[config.mk]
export PLATFORM = sky130hd
export DESIGN_NAME = encoder_floor_zone_tracker_unit
export DESIGN_NICKNAME = d
export VERILOG_FILES = /design/src/rtl/efzt_pkg.sv /design/src/rtl/efzt_ram.sv /design/src/rtl/encoder_floor_zone_tracker_unit.sv
export SDC_FILE = /design/constraint.sdc
export NUM_CORES = 2
export LEC_CHECK = 0
export ABC_AREA = 1
export BUFFER_PORTS_ARGS = -buffer_cell sky130_fd_sc_hd__clkbuf_2
export CAP_MARGIN = 20
export CORE_ASPECT_RATIO = 1.4
export CORE_MARGIN = 2
export CORE_UTILIZATION = 25
export CTS_CLUSTER_SIZE = 12
export DETAILED_ROUTE_END_ITERATION = 10
export PLACE_DENSITY = 0.39
export SLEW_MARGIN = 20
export SYNTH_ARGS = -nofsm -noshare
export SYNTH_HDL_FRONTEND = slang
export SYNTH_SLANG_ARGS = --single-unit
[constraint.sdc]
create_clock -name clk -period 8.8 [get_ports clk]
set_clock_uncertainty 0.05 [all_clocks]
set_input_delay 1.76 -clock clk [delete_from_list [all_inputs] [get_ports clk]]
set_output_delay 1.76 -clock clk [all_outputs]
set_load 0.02 [all_outputs]
[src/rtl/efzt_pkg.sv]
// shared constants for the encoder floor zone tracker
package efzt_pkg;

  localparam int TABLE_DEPTH = 32;
  localparam int FLOOR_LIMIT = 31;
  localparam int FLOOR_W     = $clog2(TABLE_DEPTH);
  localparam int POS_W       = 32;
  localparam int ACC_W       = POS_W + 1;

  // the walk never leaves the table
  localparam int WALK_LIM_INT = (FLOOR_LIMIT > TABLE_DEPTH - 1) ? TABLE_DEPTH - 1 : FLOOR_LIMIT;
  localparam logic [FLOOR_W-1:0] WALK_LIM = FLOOR_W'(WALK_LIM_INT);

  localparam logic CMD_SAMPLE = 1'b0;
  localparam logic CMD_WRITE  = 1'b1;

  typedef logic [FLOOR_W-1:0] floor_t;
  typedef logic [ACC_W-1:0]   acc_t;

endpackage

[src/rtl/efzt_ram.sv]
// generic one-write one-read ram with registered read data
module efzt_ram #(
  parameter int WIDTH = 32,
  parameter int DEPTH = 32
) (
  input  logic                     clk,
  input  logic                     wr_en,
  input  logic [$clog2(DEPTH)-1:0] wr_addr,
  input  logic [WIDTH-1:0]         wr_data,
  input  logic [$clog2(DEPTH)-1:0] rd_addr,
  output logic [WIDTH-1:0]         rd_data
);

  logic [WIDTH-1:0] mem [DEPTH];

  always_ff @(posedge clk) begin
    if (wr_en) begin
      mem[wr_addr] <= wr_data;
    end
    rd_data <= mem[rd_addr];
  end

endmodule

[src/rtl/encoder_floor_zone_tracker_unit.sv]
// top level of the encoder floor zone tracker
//
// input channel (in_valid / in_stall): a table-write item (in_command high)
// stores in_entry_position at in_entry_index, no result. a
// sample item walks the floor level table from the kept floor and gives one
// result item; a sample with in_learning high is dropped, no state change.
// result channel (out_valid / out_stall): out_floor and out_selector_code
// (floor doubled) sit in an output register until taken.
// a sample reads entries 0 and 1 (level direction) and the level of the kept
// floor, walks past each level crossed, then runs the midpoint check, which a
// walk that ends at the first or last floor skips. one registered table read
// per floor step and one shared 33-bit add/subtract unit serve every compare
// and the midpoint sum. throughput: in_stall is high while a sample is worked
// on, the next item is taken in the cycle after its result is registered;
// table writes are taken every cycle while idle, even while a result waits
// in the output register. if the receiver stalls, a finished sample waits in
// its last step. reset (rst_n, synchronous, active low): kept floor 0,
// top_floor 31, output empty; the table ram is not cleared. the user must
// write entries before they are read, and write top_floor (cfg_wr_en /
// cfg_wr_data) only while the block is idle; the block enforces neither.
module encoder_floor_zone_tracker_unit
  import efzt_pkg::*;
(
  input  logic                clk,
  input  logic                rst_n,
  input  logic                cfg_wr_en,
  input  logic [FLOOR_W-1:0]  cfg_wr_data,
  input  logic                in_valid,
  output logic                in_stall,
  input  logic                in_command,
  input  logic signed [31:0]  in_position,
  input  logic                in_learning,
  input  logic [4:0]          in_entry_index,
  input  logic signed [31:0]  in_entry_position,
  output logic                out_valid,
  input  logic                out_stall,
  output logic [4:0]          out_floor,
  output logic [5:0]          out_selector_code
);

  // sequencer codes
  localparam logic [3:0] S_IDLE = 4'd0;  // waiting for an item
  localparam logic [3:0] S_RD0  = 4'd1;  // entry 0 arrives
  localparam logic [3:0] S_RD1  = 4'd2;  // entry 1 arrives, direction found
  localparam logic [3:0] S_RDF  = 4'd3;  // level of kept floor arrives
  localparam logic [3:0] S_WALK = 4'd4;  // one neighbor level per cycle
  localparam logic [3:0] S_SUM  = 4'd5;  // sum of the two levels
  localparam logic [3:0] S_RND  = 4'd6;  // round sum toward zero, halve
  localparam logic [3:0] S_CMP  = 4'd7;  // position against midpoint
  localparam logic [3:0] S_FIN  = 4'd8;  // clamp and hand to output

  logic [3:0]  state_r, state_nxt;
  floor_t      floor_now_r, floor_now_nxt;
  floor_t      top_floor_r, top_floor_nxt;
  floor_t      f_r, f_nxt;
  logic        up_r, up_nxt;           // levels count up with floor
  logic        walk_up_r, walk_up_nxt; // walking toward higher floors
  logic        out_valid_r, out_valid_nxt;
  floor_t      out_floor_r, out_floor_nxt;

  logic [POS_W-1:0] pos_r, pos_nxt;
  logic [POS_W-1:0] cur_r, cur_nxt;    // level of floor f
  logic [POS_W-1:0] nb_r, nb_nxt;      // level of the neighbor floor
  acc_t             acc_r, acc_nxt;    // midpoint sum, then midpoint

  // table ram
  logic             ram_we;
  floor_t           ram_raddr;
  logic [POS_W-1:0] ram_rdata;

  // shared add/subtract unit
  acc_t alu_a, alu_b, alu_res;
  logic alu_sub, alu_cin;
  logic alu_neg, alu_zero, alu_gt, alu_lt;

  logic   accept;
  logic   out_free;
  logic   want_gt, crossed;
  logic   rdf_walk_up;
  floor_t f_start, f_adv, f_adv2, f_clamp;
  floor_t bound;

  assign in_stall = (state_r != S_IDLE);
  assign accept   = in_valid && !in_stall;
  assign ram_we   = accept && (in_command == CMD_WRITE);
  assign out_free = !out_valid_r || !out_stall;

  efzt_ram #(
    .WIDTH(POS_W),
    .DEPTH(TABLE_DEPTH)
  ) u_table (
    .clk    (clk),
    .wr_en  (ram_we),
    .wr_addr(in_entry_index),
    .wr_data(in_entry_position),
    .rd_addr(ram_raddr),
    .rd_data(ram_rdata)
  );

  assign alu_res  = alu_a + (alu_sub ? ~alu_b : alu_b) + {{(ACC_W-1){1'b0}}, alu_cin};
  assign alu_neg  = alu_res[ACC_W-1];
  assign alu_zero = (alu_res == '0);
  assign alu_gt   = !alu_neg && !alu_zero;
  assign alu_lt   = alu_neg;

  // operand select per step
  always_comb begin
    alu_a   = {pos_r[POS_W-1], pos_r};
    alu_b   = {ram_rdata[POS_W-1], ram_rdata};
    alu_sub = 1'b1;
    alu_cin = 1'b1;
    unique case (state_r)
      S_RD1: begin
        alu_a = {ram_rdata[POS_W-1], ram_rdata};
        alu_b = {cur_r[POS_W-1], cur_r};
      end
      S_SUM: begin
        alu_a   = {cur_r[POS_W-1], cur_r};
        alu_b   = {nb_r[POS_W-1], nb_r};
        alu_sub = 1'b0;
        alu_cin = 1'b0;
      end
      S_RND: begin
        alu_a   = acc_r;
        alu_b   = '0;
        alu_sub = 1'b0;
        alu_cin = acc_r[ACC_W-1];  // negative sum rounds toward zero
      end
      S_CMP: begin
        alu_b = acc_r;
      end
      default: begin
      end
    endcase
  end

  // level ordering and walk direction decide which side counts as crossed
  assign want_gt     = (up_r == walk_up_r);
  assign crossed     = want_gt ? alu_gt : alu_lt;
  assign rdf_walk_up = up_r ? !alu_neg : (alu_neg || alu_zero);

  assign f_start = (floor_now_r > WALK_LIM) ? WALK_LIM : floor_now_r;
  assign f_adv   = walk_up_r ? f_r + FLOOR_W'(1) : f_r - FLOOR_W'(1);
  assign f_adv2  = walk_up_r ? f_r + FLOOR_W'(2) : f_r - FLOOR_W'(2);
  assign bound   = walk_up_r ? WALK_LIM : '0;
  assign f_clamp = (f_r > top_floor_r) ? top_floor_r : f_r;

  always_comb begin
    state_nxt     = state_r;
    floor_now_nxt = floor_now_r;
    top_floor_nxt = top_floor_r;
    f_nxt         = f_r;
    up_nxt        = up_r;
    walk_up_nxt   = walk_up_r;
    out_valid_nxt = out_valid_r;
    out_floor_nxt = out_floor_r;
    pos_nxt       = pos_r;
    cur_nxt       = cur_r;
    nb_nxt        = nb_r;
    acc_nxt       = acc_r;
    ram_raddr     = f_r;

    if (out_valid_r && !out_stall) begin
      out_valid_nxt = 1'b0;
    end
    if (cfg_wr_en) begin
      top_floor_nxt = cfg_wr_data;
    end

    unique case (state_r)
      S_IDLE: begin
        ram_raddr = '0;
        if (accept && (in_command == CMD_SAMPLE) && !in_learning) begin
          pos_nxt   = in_position;
          state_nxt = S_RD0;
        end
      end
      S_RD0: begin
        ram_raddr = FLOOR_W'(1);
        cur_nxt   = ram_rdata;
        state_nxt = S_RD1;
      end
      S_RD1: begin
        ram_raddr = f_start;
        up_nxt    = !alu_neg;
        f_nxt     = f_start;
        state_nxt = S_RDF;
      end
      S_RDF: begin
        cur_nxt     = ram_rdata;
        walk_up_nxt = rdf_walk_up;
        ram_raddr   = rdf_walk_up ? f_r + FLOOR_W'(1) : f_r - FLOOR_W'(1);
        if (rdf_walk_up ? (f_r == WALK_LIM) : (f_r == '0)) begin
          state_nxt = S_FIN;
        end else begin
          state_nxt = S_WALK;
        end
      end
      S_WALK: begin
        ram_raddr = f_adv2;
        if (crossed) begin
          f_nxt   = f_adv;
          cur_nxt = ram_rdata;
          if (f_adv == bound) begin
            state_nxt = S_FIN;
          end
        end else begin
          nb_nxt    = ram_rdata;
          state_nxt = S_SUM;
        end
      end
      S_SUM: begin
        acc_nxt   = alu_res;
        state_nxt = S_RND;
      end
      S_RND: begin
        acc_nxt   = {alu_res[ACC_W-1], alu_res[ACC_W-1:1]};
        state_nxt = S_CMP;
      end
      S_CMP: begin
        if (crossed) begin
          f_nxt = f_adv;
        end
        state_nxt = S_FIN;
      end
      S_FIN: begin
        if (out_free) begin
          floor_now_nxt = f_clamp;
          out_floor_nxt = f_clamp;
          out_valid_nxt = 1'b1;
          state_nxt     = S_IDLE;
        end
      end
      default: begin
        state_nxt = S_IDLE;
      end
    endcase
  end

  // control state
  always_ff @(posedge clk) begin
    if (!rst_n) begin
      state_r     <= S_IDLE;
      floor_now_r <= '0;
      top_floor_r <= FLOOR_W'(31);
      out_valid_r <= 1'b0;
    end else begin
      state_r     <= state_nxt;
      floor_now_r <= floor_now_nxt;
      top_floor_r <= top_floor_nxt;
      out_valid_r <= out_valid_nxt;
    end
  end

  // working payload
  always_ff @(posedge clk) begin
    f_r         <= f_nxt;
    up_r        <= up_nxt;
    walk_up_r   <= walk_up_nxt;
    out_floor_r <= out_floor_nxt;
    pos_r       <= pos_nxt;
    cur_r       <= cur_nxt;
    nb_r        <= nb_nxt;
    acc_r       <= acc_nxt;
  end

  assign out_valid         = out_valid_r;
  assign out_floor         = out_floor_r;
  assign out_selector_code = {out_floor_r, 1'b0};

endmodule

==> results.cfg <==
[yosys]
syn_area_per_cell_um2 = 12.3
synth_top_area_share_pct = 65.7
syn-num-nets = 4443
yosys_most_used_dff = edfxtp_1
yosys.area.top_type = edfxtp_1
netlist_instances = 4316
synth-edff-count = 1165
ys_ff_latch = 1212
ys_seq_area_share_pct = 67.5
synthTopCellsByArea = edfxtp_1 66%, mux2i_1 9.6%, nand3_1 7.4%
synth_warnings = 0
async_flop_share_pct = 0
netlist_area_mm2 = 0.0532
ys_types = 57

[critical_path]
path_class = register to register
reg2reg_depth = 32
worst_setup_path_start_kind = register
critPathArrivalTime_ns = 7.78
cp_top_family = simple AND/OR/NAND/NOR gates
worst_ep_required_time_ns = 9.41
rrSetupSlack_ns = 1.64
rr_endpoint = u_table.rd_data[0]$_DFF_P_
cp-startpoint = state_r[0]$_SDFFE_PN0P_
max_stage_delay_ns = 0.56
worstReg2RegStart = state_r[0]$_SDFFE_PN0P_
crit_path_top_delay_cell = dfxtp_1
path_max_fanout = 48
critPathCaptureType = register
crit_buf_inv = 6

[floorplan]
fp-row-count = 200
die_area_mm2 = 0.217
ioPinCount = 94
die-width_um = 394
initial_core_util_pct = 25.1
core_mm2 = 0.212
die_h_um = 550

[placement]
dpl.hpwl_um = 103000
dpl.cell_count = 7088
place_congestion = 0.842
numPortBuffers = 92

[outcome]
status = complete, no violations

[min_path]
hold_path_class = register to register
min_to = cur_r[26]$_DFFE_PP_
hold_depth = 0
worstHoldStart = u_table.rd_data[26]$_DFF_P_

[finish]
syn_to_final_growth_pct = 15.6
layout_commonest_cell = edfxtp_1
nNetsFinal = 4529
final_cell_mix = 1165 x edfxtp_1, 787 x nand3_1, 775 x nand2_1
final_core_util_pct = 29.0
drive_gt1_share_pct = 9.31
final_cells = 7329

[timing]
fin_crit_ns = 7.16
worst_hold_slack_ns = 0.404
fin_setup_tns_ns = 0
max_slew_margin_pct = 24.9
fmax_mhz = 140
min_period_over_period_pct = 81.4
finalHoldViolations = 0
rsz0062_at_grt = no
final_max_slew_viol_count = 0
tightest_slew_ns = 1.13
setup-violations-final = 0

[grt]
grt-ovfl-total = 0
antenna_found_initial = 14
grt_pass1_vias = 34500
grt_max_degree = 115
grt_first_pass_wirelength_um = 254000
track_usage_pct = 16.0

[power]
powerDensity_mw_per_mm2 = 314
comb_power_share_pct = 35.5
p_leak_nw = 21.2
sw_frac_of_total_pct = 38.0
p_total_mw = 19.3
irDropWorstVdd_mv = 0.139
clock_power_share_pct = 28.2
p_int_mw = 12.0
p_switching_mw = 7.33
sequentialPowerShare_pct = 36.2

[cts]
clk_pin_slew_ns = 0.06
cts_resized = 0
cts_tree = done
postCtsHoldBufs = 0
root_buffer = clkbuf_16
numCtsBuffers = 140
cts.sinks = 1212
cts_buffer_depth = 4
clk_latency_ns = 0.79
cts_htree_levels = 4
post_cts_buffers = 0

[drt]
final_antenna_net_count = 0
vias_per_cell = 4.64
drt_drc_violations_left = 0
wl_per_cell_um = 24.2
drt-pass1-iter-count = 5
drt_iter0_markers = 2138
wirelength_um = 177000
via_count = 34000

[flow_run]
maxCapViolCount = 0
## layer usage
| metal | track usage, % | vias up | share of wire (%) |
|---|---|---|---|
| li1 | - | 15700 | - |
| met2 | 28.9 | 678 | 51 |
| met1 | 20.0 | 17400 | 43 |
| met5 | 0 | - | 0.015 |
| met4 | 4.96 | 4 | 3.0 |
| met3 | 1.80 | 254 | 3.2 |
## synth_stat cells (9+ instances only)
master,n
a21oi_1,67
a41o_1,11
buf_1,9
buf_2,89
buf_4,15
clkbuf_1,121
dfxtp_1,47
edfxtp_1,1165
ha_1,43
inv_1,271
mux2i_1,512
nand2_1,778
nand3_1,787
nand4_1,17
nor2_1,151
o2111ai_1,12
o21ai_0,78
o22ai_1,29
xor2_1,12
## cell families after synthesis
group                      after synthesis  synth area share [%]
AOI/OAI and AO/OA                      242                  2.84
xor gates and xnor gates                15                 0.247
adders and majority gates               46                  1.12
buffers and inverters                  518                  4.00
DFF                                   1212                  67.5
muxes                                  512                  9.63
other                                    1               0.00705
and+or+nand+nor                       1770                  14.6
## sequential cells by signal, summed over array words and instances (netlist names), 4 cells and up
name / count
cur_r: 32
state_r: 4
floor_now_r: 5
f_r: 5
top_floor_r: 5
pos_r: 32
acc_r: 33
u_table.rd_data: 32
nb_r: 32
out_floor: 5
u_table.mem: 1024
## worst max path at each step
stage,end,slack [ns],cells past startpoint
after floorplan,nb_r[0]$_DFFE_PP_,2.49,20
after global placement,u_table.rd_data[0]$_DFF_P_,1.47,32
after detailed placement,u_table.rd_data[0]$_DFF_P_,1.51,32
after CTS,u_table.rd_data[0]$_DFF_P_,1.48,32
after global routing,u_table.rd_data[0]$_DFF_P_,1.14,32
final,u_table.rd_data[0]$_DFF_P_,1.64,32
## power by group through the flow
stage          sequential [mW]  combinational (mW)  clock [mW]
3_3_place_gp              7.12                6.93           0
4_1_cts                   7.00                6.94        5.63
5_1_grt                   7.02                7.63        5.83
6_report                  6.99                6.86        5.45
2_1_floorplan             6.92                4.62           0
3_5_place_dp              7.12                6.91           0
## per-stage QoR
| step | instance area (um^2) | setup WS [ns] |
|---|---|---|
| floorplan | 53200 | 2.49 |
| global placement | 57400 | 1.47 |
| detailed placement | 57400 | 1.51 |
| CTS | 61500 | 1.48 |
| global route | 61500 | 1.14 |
| finish | 61500 | 1.64 |
## final cells by class
type	count	area, um^2
clock inverter	34	255
sequential	1212	35900
inverter	282	1070
clock buffer	205	3870
timing repair buffer	180	1350
tap	2828	3540
antenna	2	5.00
fill	21500	150000
multi-input combinational	2586	15500
(Power assumes the default switching activity.)
